--- src/hdl/klh_pkg.sv ---
// Package for the k-th largest selection block: sizes, shared types and the
// rank clamp. Depends on nothing; every module of the block imports it.
package klh_pkg;

    localparam int HEAP_DEPTH = 64;
    localparam int IDX_W      = $clog2(HEAP_DEPTH);
    localparam int CNT_W      = IDX_W + 1;
    localparam int DATA_W     = 32;
    localparam int K_W        = 7;

    typedef logic signed [DATA_W-1:0] data_t;

    // One input item as it leaves the front queue, with its clamped rank.
    typedef struct packed {
        data_t            value;
        logic             last;
        logic [CNT_W-1:0] keff;
    } item_t;

    typedef struct packed {
        data_t kth_value;
        logic  too_few;
    } result_t;

    // A rank of zero counts as one; a rank beyond the heap saturates to its depth.
    function automatic logic [CNT_W-1:0] eff_k(input logic [K_W-1:0] k);
        logic [31:0] kx;
        kx = 32'(k);
        if (kx == 32'd0)
            return CNT_W'(1);
        if (kx > 32'(HEAP_DEPTH))
            return CNT_W'(HEAP_DEPTH);
        return CNT_W'(kx);
    endfunction

endpackage

--- src/hdl/kth_largest_min_heap.sv ---
// Top level of the k-th largest selection block: front queue, heap engine
// and result slot. Depends on klh_pkg, klh_front, klh_heap and klh_out.
//
//   channel   signals                         transfer when
//   input     push, full, value, last         push && !full
//   result    empty, pop, kth_value, too_few  pop && !empty
//   config    cfg_valid, cfg_ready, cfg_data  cfg_valid && cfg_ready
//
// The heap engine handles one item at a time. An item that fills the heap
// rises, and a root replacement sinks, one level per read state and compare
// state; the single-write, dual-read heap memory sets that pace.
// Reset empties the heap at once through its fill count: no clearing pass.
// The two-entry front queue keeps taking items while the engine works until
// it is full, and a full result slot stalls the engine when a set ends.
module kth_largest_min_heap (
    input  logic                     clk,
    input  logic                     rst_n,
    input  logic                     push,
    output logic                     full,
    input  klh_pkg::data_t           value,
    input  logic                     last,
    output logic                     empty,
    input  logic                     pop,
    output klh_pkg::data_t           kth_value,
    output logic                     too_few,
    input  logic                     cfg_valid,
    output logic                     cfg_ready,
    input  logic [klh_pkg::K_W-1:0]  cfg_data
);
    import klh_pkg::*;

    logic    item_valid;
    item_t   item;
    logic    item_take;
    logic    res_valid;
    result_t res;
    logic    res_ready;

    // The rank register takes a write in any cycle.
    assign cfg_ready = 1'b1;

    klh_front u_front (
        .clk        (clk),
        .rst_n      (rst_n),
        .push       (push),
        .full       (full),
        .value      (value),
        .last       (last),
        .cfg_valid  (cfg_valid),
        .cfg_data   (cfg_data),
        .item_valid (item_valid),
        .item       (item),
        .item_take  (item_take)
    );

    klh_heap u_heap (
        .clk        (clk),
        .rst_n      (rst_n),
        .item_valid (item_valid),
        .item       (item),
        .item_take  (item_take),
        .res_valid  (res_valid),
        .res        (res),
        .res_ready  (res_ready)
    );

    klh_out u_out (
        .clk        (clk),
        .rst_n      (rst_n),
        .res_valid  (res_valid),
        .res        (res),
        .res_ready  (res_ready),
        .empty      (empty),
        .pop        (pop),
        .kth_value  (kth_value),
        .too_few    (too_few)
    );

endmodule

--- src/hdl/klh_front.sv ---
// Front end: holds the rank register and a two-entry input queue, and tags
// each item with its clamped rank. Depends on klh_pkg.
module klh_front (
    input  logic                     clk,
    input  logic                     rst_n,
    input  logic                     push,
    output logic                     full,
    input  klh_pkg::data_t           value,
    input  logic                     last,
    input  logic                     cfg_valid,
    input  logic [klh_pkg::K_W-1:0]  cfg_data,
    output logic                     item_valid,
    output klh_pkg::item_t           item,
    input  logic                     item_take
);
    import klh_pkg::*;

    item_t       slot_reg [2];
    logic        wr_ptr_reg, wr_ptr_next;
    logic        rd_ptr_reg, rd_ptr_next;
    logic [1:0]  count_reg, count_next;
    logic [K_W-1:0] k_reg;
    logic        do_push;
    logic        do_pop;

    assign full       = (count_reg == 2'd2);
    assign item_valid = (count_reg != 2'd0);
    assign item       = slot_reg[rd_ptr_reg];
    assign do_push    = push && !full;
    assign do_pop     = item_take && item_valid;

    always_comb
    begin
        wr_ptr_next = do_push ? ~wr_ptr_reg : wr_ptr_reg;
        rd_ptr_next = do_pop ? ~rd_ptr_reg : rd_ptr_reg;
        count_next  = count_reg + 2'(do_push) - 2'(do_pop);
    end

    always_ff @(posedge clk or negedge rst_n)
    begin
        if (!rst_n)
        begin
            wr_ptr_reg <= 1'b0;
            rd_ptr_reg <= 1'b0;
            count_reg  <= 2'd0;
            k_reg      <= K_W'(1);
        end
        else
        begin
            wr_ptr_reg <= wr_ptr_next;
            rd_ptr_reg <= rd_ptr_next;
            count_reg  <= count_next;
            if (cfg_valid)
                k_reg <= cfg_data;
        end
    end

    always_ff @(posedge clk)
    begin
        if (do_push)
        begin
            slot_reg[wr_ptr_reg].value <= value;
            slot_reg[wr_ptr_reg].last  <= last;
            slot_reg[wr_ptr_reg].keff  <= eff_k(k_reg);
        end
    end

endmodule

--- src/hdl/klh_heap.sv ---
// Back end: the heap memory and the sequencer that inserts, replaces the root
// and sinks, a heap level per read and compare state. Depends on klh_pkg.
module klh_heap (
    input  logic              clk,
    input  logic              rst_n,
    input  logic              item_valid,
    input  klh_pkg::item_t    item,
    output logic              item_take,
    output logic              res_valid,
    output klh_pkg::result_t  res,
    input  logic              res_ready
);
    import klh_pkg::*;

    localparam logic [2:0] ST_IDLE     = 3'd0;
    localparam logic [2:0] ST_RISE_RD  = 3'd1;
    localparam logic [2:0] ST_RISE_CMP = 3'd2;
    localparam logic [2:0] ST_SINK_RD  = 3'd3;
    localparam logic [2:0] ST_SINK_CMP = 3'd4;
    localparam logic [2:0] ST_DONE     = 3'd5;

    data_t heap_mem [HEAP_DEPTH];

    logic [2:0]       state_reg, state_next;
    logic [CNT_W-1:0] fill_reg, fill_next;
    logic [CNT_W-1:0] keff_reg, keff_next;
    logic [IDX_W-1:0] pos_reg, pos_next;
    logic [IDX_W-1:0] child_reg, child_next;
    logic             right_ok_reg, right_ok_next;
    logic             last_reg, last_next;
    data_t            mv_reg, mv_next;
    data_t            root_reg;
    data_t            rd0_reg, rd1_reg;

    logic             we;
    logic [IDX_W-1:0] wa;
    data_t            wd;
    logic [IDX_W-1:0] ra0, ra1;

    logic [IDX_W-1:0] up_idx;
    logic [IDX_W+1:0] c_wide, c1_wide, size_wide;
    logic             pick_right;
    data_t            child_val;
    logic [IDX_W-1:0] child_idx;
    logic             too_few;

    assign up_idx     = (pos_reg - IDX_W'(1)) >> 1;
    assign c_wide     = {1'b0, pos_reg, 1'b1};
    assign c1_wide    = c_wide + (IDX_W+2)'(1);
    assign size_wide  = {1'b0, fill_reg};
    assign pick_right = right_ok_reg && (rd0_reg > rd1_reg);
    assign child_val  = pick_right ? rd1_reg : rd0_reg;
    assign child_idx  = pick_right ? child_reg + IDX_W'(1) : child_reg;
    assign too_few    = (fill_reg < keff_reg);

    assign res.too_few   = too_few;
    assign res.kth_value = too_few ? '0 : root_reg;

    always_comb
    begin
        state_next    = state_reg;
        fill_next     = fill_reg;
        keff_next     = keff_reg;
        pos_next      = pos_reg;
        child_next    = child_reg;
        right_ok_next = right_ok_reg;
        last_next     = last_reg;
        mv_next       = mv_reg;
        we            = 1'b0;
        wa            = pos_reg;
        wd            = mv_reg;
        ra0           = up_idx;
        ra1           = up_idx;
        item_take     = 1'b0;
        res_valid     = 1'b0;

        unique case (state_reg)
            ST_IDLE:
            begin
                if (item_valid)
                begin
                    item_take = 1'b1;
                    last_next = item.last;
                    keff_next = item.keff;
                    mv_next   = item.value;
                    if (fill_reg < item.keff)
                    begin
                        pos_next   = fill_reg[IDX_W-1:0];
                        fill_next  = fill_reg + CNT_W'(1);
                        state_next = ST_RISE_RD;
                    end
                    else if ((fill_reg != '0) && (item.value > root_reg))
                    begin
                        pos_next   = '0;
                        state_next = ST_SINK_RD;
                    end
                    else
                        state_next = ST_DONE;
                end
            end

            ST_RISE_RD:
            begin
                if (pos_reg == '0)
                begin
                    we         = 1'b1;
                    state_next = ST_DONE;
                end
                else
                    state_next = ST_RISE_CMP;
            end

            ST_RISE_CMP:
            begin
                we = 1'b1;
                if (rd0_reg > mv_reg)
                begin
                    wd         = rd0_reg;
                    pos_next   = up_idx;
                    state_next = ST_RISE_RD;
                end
                else
                    state_next = ST_DONE;
            end

            ST_SINK_RD:
            begin
                ra0 = c_wide[IDX_W-1:0];
                ra1 = c1_wide[IDX_W-1:0];
                child_next    = c_wide[IDX_W-1:0];
                right_ok_next = (c1_wide < size_wide);
                if (c_wide >= size_wide)
                begin
                    we         = 1'b1;
                    state_next = ST_DONE;
                end
                else
                    state_next = ST_SINK_CMP;
            end

            ST_SINK_CMP:
            begin
                we = 1'b1;
                if (mv_reg > child_val)
                begin
                    wd         = child_val;
                    pos_next   = child_idx;
                    state_next = ST_SINK_RD;
                end
                else
                    state_next = ST_DONE;
            end

            ST_DONE:
            begin
                if (!last_reg)
                    state_next = ST_IDLE;
                else if (res_ready)
                begin
                    res_valid  = 1'b1;
                    fill_next  = '0;
                    state_next = ST_IDLE;
                end
            end

            default:
                state_next = ST_IDLE;
        endcase
    end

    always_ff @(posedge clk or negedge rst_n)
    begin
        if (!rst_n)
        begin
            state_reg <= ST_IDLE;
            fill_reg  <= '0;
        end
        else
        begin
            state_reg <= state_next;
            fill_reg  <= fill_next;
        end
    end

    always_ff @(posedge clk)
    begin
        keff_reg     <= keff_next;
        pos_reg      <= pos_next;
        child_reg    <= child_next;
        right_ok_reg <= right_ok_next;
        last_reg     <= last_next;
        mv_reg       <= mv_next;
        if (we && (wa == '0))
            root_reg <= wd;
    end

    // Heap memory: one write port, two registered read ports.
    always_ff @(posedge clk)
    begin
        if (we)
            heap_mem[wa] <= wd;
        rd0_reg <= heap_mem[ra0];
        rd1_reg <= heap_mem[ra1];
    end

endmodule

--- src/hdl/klh_out.sv ---
// Result slot: a one-entry output register that shows the oldest result
// until it is popped. Depends on klh_pkg.
module klh_out (
    input  logic              clk,
    input  logic              rst_n,
    input  logic              res_valid,
    input  klh_pkg::result_t  res,
    output logic              res_ready,
    output logic              empty,
    input  logic              pop,
    output klh_pkg::data_t    kth_value,
    output logic              too_few
);
    import klh_pkg::*;

    logic    full_reg, full_next;
    result_t data_reg;

    assign empty     = !full_reg;
    assign res_ready = !full_reg || pop;
    assign kth_value = data_reg.kth_value;
    assign too_few   = data_reg.too_few;

    always_comb
    begin
        full_next = full_reg;
        if (pop && full_reg)
            full_next = 1'b0;
        if (res_valid)
            full_next = 1'b1;
    end

    always_ff @(posedge clk or negedge rst_n)
    begin
        if (!rst_n)
            full_reg <= 1'b0;
        else
            full_reg <= full_next;
    end

    always_ff @(posedge clk)
    begin
        if (res_valid)
            data_reg <= res;
    end

endmodule

--- config.mk ---
export PLATFORM = sky130hd
export DESIGN_NAME = kth_largest_min_heap
export DESIGN_NICKNAME = d
export VERILOG_FILES = /design/src/hdl/klh_pkg.sv /design/src/hdl/kth_largest_min_heap.sv /design/src/hdl/klh_front.sv /design/src/hdl/klh_heap.sv /design/src/hdl/klh_out.sv
export SDC_FILE = /design/constraint.sdc
export NUM_CORES = 2
export LEC_CHECK = 0
export BUFFER_PORTS_ARGS = -buffer_cell sky130_fd_sc_hd__buf_2
export CAP_MARGIN = 20
export CORE_MARGIN = 1.5
export CORE_UTILIZATION = 40
export DETAILED_ROUTE_END_ITERATION = 6
export HOLD_SLACK_MARGIN = 0.03
export PLACE_DENSITY_LB_ADDON = 0.3
export SLEW_MARGIN = 20
export SYNTH_ARGS = -nofsm -noshare
export SYNTH_HDL_FRONTEND = slang
export SYNTH_HIERARCHICAL = 1
export SYNTH_SLANG_ARGS = --single-unit
--- constraint.sdc ---
create_clock -name clk -period 14.2 [get_ports clk]
set_input_delay 0.71 -clock clk [delete_from_list [all_inputs] [get_ports clk]]
set_output_delay 0.71 -clock clk [all_outputs]
set_load 0.01 [all_outputs]
## Word level (Yosys, flattened, before mapping)

Memories as Yosys holds them, arrays and structs flattened. A register that Yosys moved wholly into a read port is not among the register bits.
Index checks and enable logic that the tools add are counted.

- Memories: 2
- Bits of input ports: 45
- Word-level logic and storage cells: 123
- Register bits after elaboration: 139
- Memory bits (writable): 2128
- Output and inout port bits: 36

Memory list:

| name | depth | width | rd ports | clocked after Yosys merged registers in | wr ports | RTL line | source |
|---|---|---|---|---|---|---|---|
| u_heap.heap_mem | 64 | 32 | 2 | 2 | 1 | klh_heap.sv:22 | `data_t heap_mem [HEAP_DEPTH];` |
| u_front.slot_reg | 2 | 40 | 1 | 0 | 1 | klh_front.sv:18 | `item_t slot_reg [2];` |

- Add/sub/neg operators: 6
- Equality and inequality tests: 14
- $lt $le $gt $ge: 9
- Reductions and logical operators: 22
- Bitwise operators: 2
- Mux-type cells: 52

Operators by type and width:

| kind | count |
|---|---|
| $gt A32 B32 Y1 | 4 |
| $mux W32 | 3 |
| $pmux W32 S2 | 1 |
| $mux W7 | 9 |
| $mux W6 | 8 |
| $mux W3 | 8 |
| $mux W1 | 19 |
| $pmux W3 S6 | 1 |
| $pmux W6 S3 | 1 |
| $lt A7 B7 Y1 | 2 |
| $pmux W7 S2 | 1 |
| $reduce_and A5 Y1 | 2 |
| $add A7 B1 Y8 const B | 1 |
| $lt A8 B7 Y1 | 1 |
| $ne A2 B1 Y1 const B | 4 |
| $add A7 B1 Y7 const B | 1 |
| $ge A7 B7 Y1 | 1 |
| $gt A7 B7 Y1 const B | 1 |
| $logic_not A7 Y1 | 1 |
| $reduce_bool A7 Y1 | 1 |
| $add A6 B1 Y6 const B | 1 |
| $eq A3 B2 Y1 const B | 2 |
| $eq A3 B3 Y1 const B | 2 |
| $logic_and A1 B1 Y1 | 6 |
| 18 further kinds | 24 |

## Longest topological paths before layout

- Word-level depth: 9
- Mapped depth: 23
- Mapped depth without buffers: 19

## Cells and area by module

Netlist, hierarchy kept.

By module, submodules not included:

| module | cells an instance | sequential area each (um^2) | area each (um^2) | times used |
|---|---|---|---|---|
| klh_heap | 5704 | 65552.9 | 104305.0 | 1 |
| klh_front | 168 | 2678.8 | 3573.4 | 1 |
| klh_out | 37 | 1016.0 | 1042.2 | 1 |
| kth_largest_min_heap | 2 | 0.0 | 11.3 | 1 |

## Worst setup path after synthesis

No wires, ideal clock.

- Path type: register -> register
- From: register u_heap.rd1_reg[19] (read register of u_heap.heap_mem)
- To: memory u_heap/heap_mem[0][16] (netlist bit), data pin
- Clock period less this slack: 7.473 ns
- Arrival: 6.763 ns
- Path slack: 6.727 ns
- Cell stages (with the launch flop): 20
- Buffers on the path: 2
- Library setup time: 0.710 ns
- Required time: 13.490 ns
- Path through: dfxtp_1 inv_1 ha_1 a21oi_1 o21ai_1 a221o_1 a2111o_1 or4b_4 nand2_4 buf_6 buf_6 mux2i_1 ha_1 a21oi_1 o21ai_0 a221o_1 o21bai_1 o211ai_1 o32a_2 o21ai_0

- Longest elaborated chain between the ends: 6

Ends and longest elaborated chain:

| element | RTL line | source |
|---|---|---|
| start, declared | klh_heap.sv:33 | `data_t rd0_reg, rd1_reg;` |
| $gt A32 B32 Y1 | klh_heap.sv:51 | `assign pick_right = right_ok_reg && (rd0_reg > rd1_reg);` |
| $logic_and A1 B1 Y1 | klh_heap.sv:51 |  |
| $mux W32 * | klh_heap.sv:52 | `assign child_val = pick_right ? rd1_reg : rd0_reg;` |
| $gt A32 B32 Y1 | klh_heap.sv:144 | `if (mv_reg > child_val)` |
| $mux W32 * | klh_heap.sv:144 |  |
| $pmux W32 S2 * | klh_heap.sv:77 | `unique case (state_reg)` |
| net u_heap.wd[16] | klh_heap.sv:37 | `data_t wd;` |
| end, declared | klh_heap.sv:22 |  |

Mark *: on every way through the listed nets, which the timed path passes. The rest lies on a longest branch.

## Final worst setup path

- From: register u_heap.rd1_reg[5] (read register of u_heap.heap_mem)
- To: memory u_heap/heap_mem[51][21] (netlist bit), data pin

The elaborated chain is that of the path after synthesis.

==> metrics.md <==
| Metric | Value |
|---|---|
| Run status | complete, but fails checks |
| Failing checks | design-rule violations |
| Sequence of cells on the critical path | inv_1 > ha_1 > a21oi_1 > o21ai_0 > a221o_1 > o31a_1 > or4b_4 > nand2_4 > buf_4 > mux2i_1 > ha_1 > nand4_1 > nor4_1 > nand2b_1 > o41a_1 > o211ai_1 > o32a_4 > o21ai_4 > buf_4 |
| P&R area growth vs syn | 12.2% |
| Data arrival, critical path | 8.13 ns |
| RSZ-0062 raised after global routing | false |
| Setup CP Type | flip-flop to flip-flop |
| Crit path largest cell delay | 0.69 ns |
| M1 WL | 130 mm |
| DRC Markers | 1 |
| Vias per cell | 6.53 |
| Avg Inst Size Synth | 18.4 sq um |
| CP Launch Type | flip-flop |
| WHS | 0.137 ns |
| CTS buffer count | 230 |
| Ys flop type | edfxtp_1 |
| Largest register FFs | 2,048 |
| WL/cell | 35.2 um |
| Synth top area cells | edfxtp_1 (62%), mux4_2 (21%), ha_1 (1.8%), mux2i_1 (1.4%), mux2_2 (1.4%) |
| Ports | 81 |
| Seq. cell area | 69,200 sq um |
| Post-synth top area share | 0.619 |
| Met2 Routed Length | 159 mm |
| 1st-iter DRT viols | 8,880 |
| WL met3 | 41.6 mm |
| Die H | 525 um |
| Sequential-to-total area share from yosys stat | 0.636 |
| Rel. slew slack | 0.198 |
| Post-Syn Area | 109,000 sq um |
| Row cnt | 191 |
| Yosys cell types | 89 |
| PostCTS Resize Cnt | 0 |
| Share of layout cells above drive strength 1 | 0.316 |
| Latest clock arrival within the worst-skew pair | 0.90 ns |
| Total Wirelength | 345 mm |
| Final Skew | 0.0313 ns |
| Top layer in use | met5 |
| Max FO, Critical Path | 52 |
| CTS tree | done |
| Fmax | 133 MHz |
| Critical path endpoint category | flip-flop |
| Period utilization | 0.530 |
| Number of synthesized flops with an enable pin | 2,245 |
| Synth Warn # | 6 |
| Max_cap viols | 0 |
| Vias in the first global route | 64,671 |
| Port bufs | 79 |
| Least-Margin Pin Slew | 1.19 ns |
| Post-route ant nets | 0 |
| Clock root buffer | clkbuf_16 |
| WP data required | 14.80 ns |
| Cells after Synth | 5,911 |
| TritonRoute pass-1 iters | 7 |
| Synth area leader | edfxtp_1 |
| Antenna violations before repair | 16 |
| Worst path slowest cell | o32a_4 |
| Die Footprint | 275,000 sq um |
| Hold Violations, Final | 0 |
| Post-layout min period | 7.53 ns |
| Worst Hold Class | primary input to flip-flop |
| Final setup vio count | 0 |
| Die Wd | 525 um |
| Total track usage | 0.248 |
| Flops & latches, synth | 2,331 |
| Pin count of the biggest net entering global routing | 126 |
| H-tree levels | 4 |
| Total number of vias | 64,045 |
| Layout Nets | 6,246 |
| CORE AREA | 271,000 sq um |
| Fill count | 22,848 |
| Synthesized Nets | 6,116 |
| Clock-pin slew on the worst setup and hold paths | 0.06 ns |
| HPWL after DPL | 190 mm |
| CTS sink count | 2,331 |
| Routability Congestion | 0.875 |
| Clock Path Buffers | 3 |
| Initial core utilization | 0.402 |
| TNS Setup | 0 ns |
| First-pass GRT wire length | 488 mm |
| Final Max Tran Viols | 0 |
| FFs w/ async S/R, synth | 0.00944 |
| Area of the multi-input gates | 37,900 sq um |
| GR Overflow Total | 0 |
==> worst paths after layout <==
kind                                      startpoint                 endpoint  slack [ns]  cells after the start
worst min-delay path                             pop           u_out/full_reg        0.14                      3
worst max-delay path               u_heap/rd1_reg[5]  u_heap/heap_mem[51][21]        6.67                     19
min in group asynchronous                      rst_n     u_front/count_reg[0]        0.36                      2
worst min register to register  u_front/count_reg[1]     u_front/count_reg[1]        0.50                      1
max in group asynchronous                      rst_n       u_front/rd_ptr_reg       13.45                      2
worst max register to register     u_heap/rd1_reg[5]  u_heap/heap_mem[51][21]        6.67                     19
==> cells in the mapped netlist, types with 74 or more instances <==
library cell  instances
edfxtp_1           2245
mux4_2             1024
nor2_1              327
nand2_1             250
clkbuf_1            173
inv_1               163
ha_1                160
mux2i_1             156
mux2_2              136
buf_2               112
o22ai_1              97
a32oi_1              94
buf_4                74
==> critical path: cells and delay by family, from the launching register on <==
kind            cells  cell delay (ns)
simple gates        5             1.79
flops               1             0.38
fa+ha+maj           2             0.73
buf+inv             3             1.26
compound gates      8             2.76
mux                 1             0.19
==> timing repair <==
action | 4_1_cts | 5_1_grt
setup buffers | 0 | 0
endpoints found under the setup margin | 0 | 0
hold buffers | 41 | 0
hold endpoints to repair | 94 | 0
==> cells by family after synthesis <==
group           synth area share
other cells            0.0000344
simple gates              0.0385
flops                      0.636
compound gates            0.0355
xor+xnor                 0.00161
mux                        0.245
buf+inv                   0.0248
fa+ha+maj                 0.0184
==> stage by stage <==
| stage | util | worst slack, ns | instance area, sq um | cells |
|---|---|---|---|---|
| floorplan | - | 6.73 | 109000 | 5911 |
| global placement | 0.422 | 6.83 | 114000 | 9337 |
| detailed placement | 0.422 | 6.75 | 114000 | 9337 |
| CTS | 0.451 | 6.70 | 122000 | 9806 |
| global route | 0.451 | 6.41 | 122000 | 9808 |
| finish | 0.451 | 6.67 | 122000 | 9813 |
==> cell usage in the layout, fill, tap and decap left out, types with 136 or more instances in the layout <==
master and count:
edfxtp_1 2245, mux4_2 1024, nor2_1 313, nand2_1 248, clkbuf_16 231, buf_4 179, inv_1 163, ha_1 160
mux2i_1 156, mux2_2 136
==> per-layer routing <==
layer  global-route usage  up-vias
li1                     -    24982
met4               0.0942       14
met2                0.386     4200
met3               0.0742      755
met5                    0        -
met1                0.328    34094
==> layout make-up <==
type                       instances  share of cell area
clock inverter                   151              0.0121
clock buffer                     277              0.0494
inverter                         163             0.00501
sequential                      2331               0.567
antenna                            6            0.000123
multi-input combinational       3003               0.311
tap                             3570              0.0366
timing repair buffer             312              0.0196
Power is not shown: default switching activity piles up to over one toggle a cycle in this logic, so the estimate is an artifact.
